$ cat src/rtl/zfd_pkg.sv
// Package for the zstd frame deframer: item types, result kinds, error codes
// and parse phases. No dependencies.
package zfd_pkg;

	typedef struct packed {
		logic        operation;
		logic [7:0]  in_byte;
		logic        end_of_stream;
		logic [17:0] decoded_count;
	} in_item_t;

	typedef struct packed {
		logic [2:0]  kind;
		logic [7:0]  data_byte;
		logic [17:0] run_length;
		logic        payload_last;
		logic [63:0] header_value;
		logic [63:0] content_size;
		logic        content_size_known;
		logic [3:0]  error_code;
	} out_item_t;

	localparam logic [2:0] K_RAW = 3'd0;
	localparam logic [2:0] K_RUN = 3'd1;
	localparam logic [2:0] K_PAY = 3'd2;
	localparam logic [2:0] K_FHDR = 3'd3;
	localparam logic [2:0] K_BHDR = 3'd4;
	localparam logic [2:0] K_CHK = 3'd5;
	localparam logic [2:0] K_DONE = 3'd6;
	localparam logic [2:0] K_ERR = 3'd7;

	localparam logic [3:0] E_SKIP = 4'd1;
	localparam logic [3:0] E_MAGIC = 4'd2;
	localparam logic [3:0] E_RSV = 4'd3;
	localparam logic [3:0] E_DICT = 4'd4;
	localparam logic [3:0] E_WIN = 4'd5;
	localparam logic [3:0] E_CLIM = 4'd6;
	localparam logic [3:0] E_BIG = 4'd7;
	localparam logic [3:0] E_BWIN = 4'd8;
	localparam logic [3:0] E_OLIM = 4'd9;
	localparam logic [3:0] E_BTYPE = 4'd10;
	localparam logic [3:0] E_TRUNC = 4'd11;
	localparam logic [3:0] E_CMIS = 4'd12;
	localparam logic [3:0] E_EMIS = 4'd13;
	localparam logic [3:0] E_TRAIL = 4'd14;

	localparam logic [1:0] R_MAXOUT = 2'd0;
	localparam logic [1:0] R_MAXWS = 2'd1;
	localparam logic [1:0] R_EXPLEN = 2'd2;
	localparam logic [1:0] R_EXPEN = 2'd3;

	localparam logic [47:0] MASK48 = 48'hFFFF_FFFF_FFFF;
	localparam logic [63:0] WS_SLACK = 64'd2097152;
	localparam logic [31:0] FRAME_MAGIC = 32'hFD2F_B528;
	localparam logic [31:0] SKIP_MAGIC = 32'h184D_2A50;

	typedef enum logic [12:0] {
		P_MAGIC = 13'h0001,
		P_DESC  = 13'h0002,
		P_WIN   = 13'h0004,
		P_DICT  = 13'h0008,
		P_CONT  = 13'h0010,
		P_BHDR  = 13'h0020,
		P_RAW   = 13'h0040,
		P_RLE   = 13'h0080,
		P_COMP  = 13'h0100,
		P_AWAIT = 13'h0200,
		P_CHK   = 13'h0400,
		P_DONE  = 13'h0800,
		P_ERR   = 13'h1000
	} phase_t;

endpackage

$ cat src/rtl/zfd_fifo.sv
// Two-entry item queue between the parser and the output port.
// Depends on zfd_pkg.
module zfd_fifo (
	input  logic              clk,
	input  logic              arst_n,
	input  logic              push,
	input  zfd_pkg::out_item_t push_item,
	output logic              full,
	output logic              pop_valid,
	input  logic              pop_ready,
	output zfd_pkg::out_item_t pop_item
);
	zfd_pkg::out_item_t mem_q [2];
	logic wp_q, rp_q;
	logic [1:0] cnt_q;
	logic pop;

	assign full = cnt_q == 2'd2;
	assign pop_valid = cnt_q != 2'd0;
	assign pop_item = mem_q[rp_q];
	assign pop = pop_valid && pop_ready;

	always_ff @(posedge clk) begin
		if (push) mem_q[wp_q] <= push_item;
	end

	always_ff @(posedge clk or negedge arst_n) begin
		if (!arst_n) begin
			wp_q <= 1'b0;
			rp_q <= 1'b0;
			cnt_q <= 2'd0;
		end else begin
			if (push) wp_q <= ~wp_q;
			if (pop) rp_q <= ~rp_q;
			cnt_q <= cnt_q + {1'b0, push} - {1'b0, pop};
		end
	end
endmodule

$ cat src/rtl/zfd_parser.sv
// Front parser: accepts items, tracks the frame and block state and makes
// at most one result per item. Depends on zfd_pkg.
module zfd_parser #(
	parameter int MAX_BLOCK_BYTES = 131072
) (
	input  logic              clk,
	input  logic              arst_n,
	input  logic              take,
	input  zfd_pkg::in_item_t item,
	input  logic [47:0]       max_out,
	input  logic [47:0]       max_ws,
	input  logic [47:0]       exp_len,
	input  logic              exp_en,
	output logic              res_valid,
	output zfd_pkg::out_item_t res
);
	localparam logic [17:0] MAXB = 18'(MAX_BLOCK_BYTES);

	zfd_pkg::phase_t phase_q, nphase;
	logic [3:0]  cnt_q, ncnt;
	logic [63:0] shf_q, nshf, acc;
	logic [7:0]  desc_q, ndesc;
	logic [63:0] win_q, nwin, dcont_q, ndcont, tot_q, ntot;
	logic        cdecl_q, ncdecl, last_q, nlast;
	logic [17:0] brem_q, nbrem;
	logic [17:0] brem_m1;
	logic        err_q, nerr;
	logic [3:0]  dlen, clen, fcnt;
	logic [63:0] wval, addn, room;
	logic [20:0] bsize;
	logic [17:0] blim;
	logic [1:0]  bkind;
	logic        olim;

	function automatic logic [3:0] dict_len(input logic [7:0] d);
		return (d[1:0] == 2'd3) ? 4'd4 : {2'b00, d[1:0]};
	endfunction
	function automatic logic [3:0] cont_len(input logic [7:0] d);
		case (d[7:6])
			2'd0: cont_len = d[5] ? 4'd1 : 4'd0;
			2'd1: cont_len = 4'd2;
			2'd2: cont_len = 4'd4;
			default: cont_len = 4'd8;
		endcase
	endfunction

	always_comb begin
		zfd_pkg::out_item_t r;
		logic hit;
		logic [3:0] e;
		logic fin;
		logic [63:0] wv;
		nphase = phase_q; ncnt = cnt_q; nshf = shf_q; ndesc = desc_q;
		nwin = win_q; ndcont = dcont_q; ncdecl = cdecl_q; nlast = last_q;
		nbrem = brem_q; ntot = tot_q; nerr = err_q;
		r = '0; hit = 1'b0; e = 4'd0; fin = 1'b0; wv = win_q;
		acc = shf_q | (64'(item.in_byte) << {cnt_q[2:0], 3'b000});
		fcnt = cnt_q + 4'd1;
		dlen = dict_len(desc_q);
		clen = cont_len(desc_q);
		// window = (8 + mantissa) << (exponent + 7)
		wval = 64'({1'b1, item.in_byte[2:0]}) << (6'(item.in_byte[7:3]) + 6'd7);
		bsize = acc[23:3];
		bkind = acc[2:1];
		blim = (win_q < 64'(MAXB)) ? win_q[17:0] : MAXB;
		brem_m1 = brem_q - 18'd1;
		addn = item.operation ? 64'(item.decoded_count) : 64'(bsize);
		room = 64'(max_out) - tot_q;
		olim = (tot_q > 64'(max_out)) || (addn > room);
		if (take && !err_q) begin
			if (item.operation) begin
				if (phase_q == zfd_pkg::P_AWAIT) begin
					if (olim) e = zfd_pkg::E_OLIM;
					else begin
						ntot = tot_q + addn;
						fin = 1'b1;
					end
				end
			end else if (phase_q == zfd_pkg::P_DONE) begin
				e = zfd_pkg::E_TRAIL;
			end else if (phase_q != zfd_pkg::P_AWAIT) begin
				unique case (phase_q)
					zfd_pkg::P_MAGIC: begin
						nshf = acc; ncnt = fcnt;
						if (fcnt == 4'd4) begin
							if ({acc[31:4], 4'h0} == zfd_pkg::SKIP_MAGIC) e = zfd_pkg::E_SKIP;
							else if (acc != 64'(zfd_pkg::FRAME_MAGIC)) e = zfd_pkg::E_MAGIC;
							else nphase = zfd_pkg::P_DESC;
						end
					end
					zfd_pkg::P_DESC: begin
						ndesc = item.in_byte; nwin = '0; ndcont = '0; ncdecl = 1'b0;
						ntot = '0;
						if (item.in_byte[3]) e = zfd_pkg::E_RSV;
						else if (!item.in_byte[5]) nphase = zfd_pkg::P_WIN;
						else begin
							// single segment: next is dict or content
							ncnt = '0; nshf = '0;
							if (dict_len(item.in_byte) != 0) nphase = zfd_pkg::P_DICT;
							else nphase = zfd_pkg::P_CONT;
						end
					end
					zfd_pkg::P_WIN: begin
						nwin = wval; wv = wval; ncnt = '0; nshf = '0;
						if (dlen != 0) nphase = zfd_pkg::P_DICT;
						else if (clen != 0) nphase = zfd_pkg::P_CONT;
						else hit = 1'b1;
					end
					zfd_pkg::P_DICT: begin
						nshf = acc; ncnt = fcnt;
						if (fcnt >= dlen) begin
							if (acc != 0) e = zfd_pkg::E_DICT;
							else begin
								ncnt = '0; nshf = '0;
								if (clen != 0) nphase = zfd_pkg::P_CONT;
								else hit = 1'b1;
							end
						end
					end
					zfd_pkg::P_CONT: begin
						nshf = acc; ncnt = fcnt;
						if (fcnt >= clen) begin
							ndcont = acc + ((clen == 4'd2) ? 64'd256 : 64'd0);
							ncdecl = 1'b1;
							if (desc_q[5]) begin nwin = ndcont; wv = ndcont; end
							hit = 1'b1;
						end
					end
					zfd_pkg::P_BHDR: begin
						nshf = acc; ncnt = fcnt;
						if (fcnt == 4'd3) begin
							nlast = acc[0];
							if (bsize > {3'd0, MAXB}) e = zfd_pkg::E_BIG;
							else if (bkind == 2'd3) e = zfd_pkg::E_BTYPE;
							else if (!bkind[1] && bsize > {3'd0, blim}) e = zfd_pkg::E_BWIN;
							else if (!bkind[1] && olim) e = zfd_pkg::E_OLIM;
							else begin
								nbrem = bsize[17:0];
								r.kind = zfd_pkg::K_BHDR; r.data_byte = {6'd0, bkind};
								r.run_length = bsize[17:0]; r.payload_last = acc[0];
								ncnt = '0; nshf = '0;
								case (bkind)
									2'd0: if (bsize == 0) fin = 1'b1;
										else nphase = zfd_pkg::P_RAW;
									2'd1: nphase = zfd_pkg::P_RLE;
									default: nphase = (bsize == 0) ? zfd_pkg::P_AWAIT
										: zfd_pkg::P_COMP;
								endcase
							end
						end
					end
					zfd_pkg::P_RAW: begin
						ntot = tot_q + 64'd1; nbrem = brem_m1;
						r.kind = zfd_pkg::K_RAW; r.data_byte = item.in_byte;
						r.payload_last = brem_m1 == 0;
						fin = brem_m1 == 0;
					end
					zfd_pkg::P_RLE: begin
						ntot = tot_q + 64'(brem_q);
						r.kind = zfd_pkg::K_RUN; r.data_byte = item.in_byte;
						r.run_length = brem_q;
						fin = 1'b1;
					end
					zfd_pkg::P_COMP: begin
						nbrem = brem_m1;
						r.kind = zfd_pkg::K_PAY; r.data_byte = item.in_byte;
						r.payload_last = brem_m1 == 0;
						if (brem_m1 == 0) nphase = zfd_pkg::P_AWAIT;
					end
					zfd_pkg::P_CHK: begin
						nshf = acc; ncnt = fcnt;
						if (fcnt == 4'd4) begin
							r.kind = zfd_pkg::K_CHK; r.header_value = acc;
							nphase = zfd_pkg::P_DONE;
						end
					end
					default: ;
				endcase
			end
			if (hit) begin
				if (wv > 64'(max_ws) || (64'(max_ws) - wv) < zfd_pkg::WS_SLACK)
					e = zfd_pkg::E_WIN;
				else if (ncdecl && ndcont > 64'(max_out)) e = zfd_pkg::E_CLIM;
				else begin
					nphase = zfd_pkg::P_BHDR; ncnt = '0; nshf = '0;
					r.kind = zfd_pkg::K_FHDR; r.header_value = wv;
					r.content_size = ndcont; r.content_size_known = ncdecl;
				end
			end
			if (fin && e == 4'd0) begin
				if (!nlast) begin
					nphase = zfd_pkg::P_BHDR; ncnt = '0; nshf = '0;
				end else if (cdecl_q && ntot != dcont_q) e = zfd_pkg::E_CMIS;
				else if (exp_en && ntot != 64'(exp_len)) e = zfd_pkg::E_EMIS;
				else if (desc_q[2]) begin
					nphase = zfd_pkg::P_CHK; ncnt = '0; nshf = '0;
				end else begin
					nphase = zfd_pkg::P_DONE;
					if (item.operation) r.kind = zfd_pkg::K_DONE;
				end
			end
			if (fin && item.operation && e == 4'd0 && nphase != zfd_pkg::P_DONE)
				r = '0;
			if (e == 4'd0 && !item.operation && item.end_of_stream &&
				phase_q != zfd_pkg::P_AWAIT && phase_q != zfd_pkg::P_DONE &&
				!(nphase == zfd_pkg::P_DONE ||
				(nphase == zfd_pkg::P_AWAIT && nlast && !desc_q[2])))
				e = zfd_pkg::E_TRUNC;
			if (e != 4'd0) begin
				r = '0; r.kind = zfd_pkg::K_ERR; r.error_code = e;
				nerr = 1'b1; nphase = zfd_pkg::P_ERR;
			end
		end
		res = r;
		res_valid = take && !err_q && (e != 4'd0 || r.kind != zfd_pkg::K_RAW ||
			(!item.operation && phase_q == zfd_pkg::P_RAW));
		if (take && !err_q && e == 4'd0 && r == '0 &&
			!(!item.operation && phase_q == zfd_pkg::P_RAW))
			res_valid = 1'b0;
	end

	always_ff @(posedge clk or negedge arst_n) begin
		if (!arst_n) begin
			phase_q <= zfd_pkg::P_MAGIC; cnt_q <= '0; shf_q <= '0; desc_q <= '0;
			win_q <= '0; dcont_q <= '0; cdecl_q <= 1'b0; brem_q <= '0;
			last_q <= 1'b0; tot_q <= '0; err_q <= 1'b0;
		end else begin
			phase_q <= nphase; cnt_q <= ncnt; shf_q <= nshf; desc_q <= ndesc;
			win_q <= nwin; dcont_q <= ndcont; cdecl_q <= ncdecl; brem_q <= nbrem;
			last_q <= nlast; tot_q <= ntot; err_q <= nerr;
		end
	end
endmodule

$ cat src/rtl/zstd_frame_deframer.sv
// Top level of the zstd frame deframer: config registers, parser, queue.
// Depends on zfd_pkg, zfd_parser, zfd_fifo.
// One item is taken per cycle; each item is parsed in the cycle it is accepted
// and its result, if any, enters a two-entry queue in front of the output, so
// input stalls only when that queue is full. A result is registered into the
// queue and reaches the output behind any results already waiting there.
module zstd_frame_deframer #(
	parameter int MAX_BLOCK_BYTES = 131072
) (
	input  logic               clk,
	input  logic               arst_n,
	input  logic               in_valid,
	output logic               in_ready,
	input  zfd_pkg::in_item_t  in_item,
	output logic               out_valid,
	input  logic               out_ready,
	output zfd_pkg::out_item_t out_item,
	input  logic               cfg_valid,
	output logic               cfg_ready,
	input  logic [1:0]         cfg_index,
	input  logic [47:0]        cfg_data
);
	logic [47:0] max_out_q, max_ws_q, exp_len_q;
	logic exp_en_q, full, take, res_valid;
	zfd_pkg::out_item_t res;

	assign cfg_ready = 1'b1;
	assign in_ready = !full;
	assign take = in_valid && in_ready;

	always_ff @(posedge clk or negedge arst_n) begin
		if (!arst_n) begin
			max_out_q <= zfd_pkg::MASK48; max_ws_q <= zfd_pkg::MASK48;
			exp_len_q <= '0; exp_en_q <= 1'b0;
		end else if (cfg_valid) begin
			unique case (cfg_index)
				zfd_pkg::R_MAXOUT: max_out_q <= cfg_data;
				zfd_pkg::R_MAXWS:  max_ws_q <= cfg_data;
				zfd_pkg::R_EXPLEN: exp_len_q <= cfg_data;
				default:           exp_en_q <= cfg_data[0];
			endcase
		end
	end

	zfd_parser #(.MAX_BLOCK_BYTES(MAX_BLOCK_BYTES)) u_parser (
		.clk, .arst_n, .take, .item(in_item), .max_out(max_out_q), .max_ws(max_ws_q),
		.exp_len(exp_len_q), .exp_en(exp_en_q), .res_valid, .res
	);

	zfd_fifo u_fifo (
		.clk, .arst_n, .push(res_valid), .push_item(res), .full,
		.pop_valid(out_valid), .pop_ready(out_ready), .pop_item(out_item)
	);
endmodule

$ cat config.mk
export PLATFORM = sky130hd
export DESIGN_NAME = zstd_frame_deframer
export DESIGN_NICKNAME = d
export VERILOG_FILES = /design/src/rtl/zfd_pkg.sv /design/src/rtl/zfd_fifo.sv /design/src/rtl/zfd_parser.sv /design/src/rtl/zstd_frame_deframer.sv
export SDC_FILE = /design/constraint.sdc
export NUM_CORES = 2
export LEC_CHECK = 0
export BUFFER_PORTS_ARGS = -buffer_cell sky130_fd_sc_hd__buf_4
export CORE_MARGIN = 5
export CORE_UTILIZATION = 45
export CTS_CLUSTER_DIAMETER = 30
export DETAILED_ROUTE_END_ITERATION = 12
export HOLD_SLACK_MARGIN = 0.03
export SLEW_MARGIN = 20
export SYNTH_ARGS = -nofsm -noshare
export SYNTH_HDL_FRONTEND = slang
export SYNTH_SLANG_ARGS = --single-unit
$ cat constraint.sdc
create_clock -name clk -period 18.9 [get_ports clk]
set_clock_uncertainty 0.05 [all_clocks]
set_input_delay 3.78 -clock clk [delete_from_list [all_inputs] [get_ports clk]]
set_output_delay 3.78 -clock clk [all_outputs]
set_load 0.02 [all_outputs]
==> results.yml <==
route:
  detail_route.wl_per_cell_um: 34.8
  ant_nets: 0
  routed_wl_um: 295000
  first_pass_iters: 7
  drc_errors: 0
  viasPerCell: 6.72
  drt_iter0_markers: 8101
  num_vias: 56800
clock_tree:
  clk_latency_ns: 0.86
  cts.reportedPaths.clkPinSlew_ns: 0.04
  cts_buffer_depth: 3
  cts_resized: 0
  cts_hold_buf: 0
  cts_tree: "yes"
  cts_setup_buffers: 0
  clock-sinks: 775
  htree_levels: 4
  cts_made_buffers: 204
  cts-root-buf: "clkbuf_16"
status:
  status: "finished, final reports clean"
sta:
  fin_setup_tns_ns: 0
  worst_slew_pin_slew_ns: 1.31
  fin_crit_ns: 15.67
  fin_crit_sh_pct: 82.9
  holdWs_ns: 0.430
  hold_violations: 0
  rsz0062_at_grt: "no"
  setup_viol: 0
  slew_viol_final: 0
  max_freq_mhz: 63.8
  maxSlewHeadroom_pct: 12.6
power:
  p_total_mw: 8.65
  power_density_nw_per_um2: 129
  p_leak_nw: 26.5
  peakVddDrop_mv: 0.110
placed_design:
  gp_congestion: 1.09
  portBuffers: 247
  hpwl_um: 229000
setup_path:
  worstSetupPathType: "primary input to register"
  slowest_stage: "nor4_1"
  arrival_ns: 16.06
  max_stage_delay_ns: 0.93
  required_ns: 19.29
  cp_max_fo: 105
  end_kind: "register"
  startpoint_type: "primary input"
floorplanning:
  fp-row-count: 129
  fp.dieH_um: 362
  start_util_pct: 45.1
  die_w_um: 362
  die-area_um2: 131000
  core_um2: 123000
  pin_count: 249
synthesis:
  syn_inst: 6368
  synth_edf_count: 326
  synth.distinct_cells: 107
  async_reset_ff_share_pct: 57.9
  ys_seq_area_share_pct: 38.0
  yosysWarnings: 0
  ys_ff_latch: 775
  netlist_area_um2: 55600
  synth_nets: 6693
  synthFlopType: "dfrtp_1"
  syn_avg_cell_area_um2: 8.73
grt:
  grt_usage_pct: 43.4
  globalRouteOverflowTotal: 0
  grt_max_degree: 117
  grt_first_pass_wirelength_um: 408000
  antenna_found_initial: 24
  grt_pass1_vias: 53800
finish:
  final_common_cell: "nand2_1"
  layout-drive-gt1-share_pct: 18.7
  area_delta_synth_final_pct: 20.8
  final_cell_mix: "nand2_1, nor2_1, o21ai_0"
  num-nets-final: 6955
min_path:
  hold_class: "register to register"
flow_run:
  maxCapViolCount: 0
==> report_power, final <==
group / leakage [nW] / switching [mW] / internal [mW] / total [mW]
Sequential: 8.61 / 0.231 / 1.93 / 2.16
Clock: 3.58 / 1.16 / 2.57 / 3.73
Combinational: 14.3 / 1.77 / 0.979 / 2.75
Total: 26.5 / 3.17 / 5.48 / 8.65
==> flip-flops by register name, summed over array words and instances (netlist names) <==
signal	cells
u_fifo.cnt_q	2
u_parser.cdecl_q	1
u_parser.desc_q	6
u_fifo.mem_q	326
u_parser.brem_q	18
u_parser.dcont_q	64
exp_en_q	1
u_parser.last_q	1
exp_len_q	48
u_parser.cnt_q	4
max_out_q	48
u_fifo.wp_q	1
u_parser.shf_q	64
u_parser.err_q	1
u_parser.phase_q	13
u_parser.tot_q	64
max_ws_q	48
u_parser.win_q	64
u_fifo.rp_q	1
==> Yosys cell counts, types with 38 or more instances <==
library cell	count	area share, %
nor2_1	586	4.0
clkbuf_1	315	2.1
ha_1	239	5.4
o21a_1	50	0.68
o22ai_1	87	0.98
nand3_1	135	1.2
xor2_1	94	1.5
a211oi_1	39	0.53
nor2b_1	54	0.61
dfrtp_1	352	16
nand2b_1	46	0.52
mux2_2	290	5.9
o22a_1	43	0.68
mux2i_1	92	1.7
a21o_1	124	1.7
and2_1	38	0.43
nor3_1	146	1.3
o21ai_0	467	4.2
edfxtp_1	326	18
xnor2_1	133	2.1
a21oi_1	447	4.0
inv_1	261	1.8
nand2_1	714	4.8
or3_1	41	0.46
and3_1	74	0.83
dfstp_2	97	4.6
nand4_1	131	1.5
a22oi_1	82	1.1
o211ai_1	50	0.68
a31oi_1	96	1.1
nor4_1	92	1.0
==> through the flow <==
step	instances	setup WS, ns	utilization [%]	area [µm²]
2_1_floorplan	6368	2.39	-	55600
3_3_place_gp	8057	2.53	48.3	59600
3_5_place_dp	8061	2.76	48.3	59600
4_1_cts	8449	3.62	54.4	67100
5_1_grt	8450	2.69	54.5	67100
6_report	8458	3.23	54.5	67200
==> metal layers <==
metal  vias to the layer above  GRT usage (%)  wire length [µm]
met2                      3809           64.6            125000
met4                        20           32.5             27600
met3                      1077           14.2             34100
li1                      24300              -                 -
met5                         -         0.0363               129
met1                     27600           52.5            108000
==> worst max-delay path, delay by kind of cell <==
family,cells,cell delay (ns)
AO/OA/AOI/OAI,13,3.44
AND/OR/NAND/NOR,14,5.00
buffers and inverters,5,2.28
adder cells (fa/ha/maj),2,0.77
multiplexers,2,0.27
XOR/XNOR,1,0.21
==> cell type report <==
cell class,count,area (µm²)
fill,11400,56100
multi-input combinational,4953,32200
sequential,775,21200
clock buffer,251,5530
timing repair buffer,428,3250
tap,1637,2050
clock inverter,137,1980
inverter,268,1010
antenna,9,22.5
==> kinds of logic after synthesis <==
group | count (synthesis) | share of synthesized area (%)
multiplexers | 382 | 7.53
buffers and inverters | 640 | 4.42
AO/OA/AOI/OAI | 1847 | 21.3
XOR/XNOR | 227 | 3.58
flip-flops | 775 | 38.0
adder cells (fa/ha/maj) | 242 | 5.49
other | 1 | 0.00674
AND/OR/NAND/NOR | 2254 | 19.7
==> path summary, 6_finish.rpt <==
path                                     from                   to  slack [ns]  cells past startpoint
max                               in_item[19]  u_fifo.mem_q[0][97]        3.23                     37
min                        u_parser.shf_q[25]   u_parser.shf_q[25]        0.43                      2
max reg2reg                 u_parser.cnt_q[2]  u_fifo.mem_q[0][97]        5.25                     38
min reg2reg                u_parser.shf_q[25]   u_parser.shf_q[25]        0.43                      2
max in group asynchronous              arst_n    u_parser.cnt_q[2]       12.66                      4
min in group asynchronous              arst_n   u_parser.tot_q[48]        2.97                      1
No activity file was read; power rests on OpenSTA's default activity.
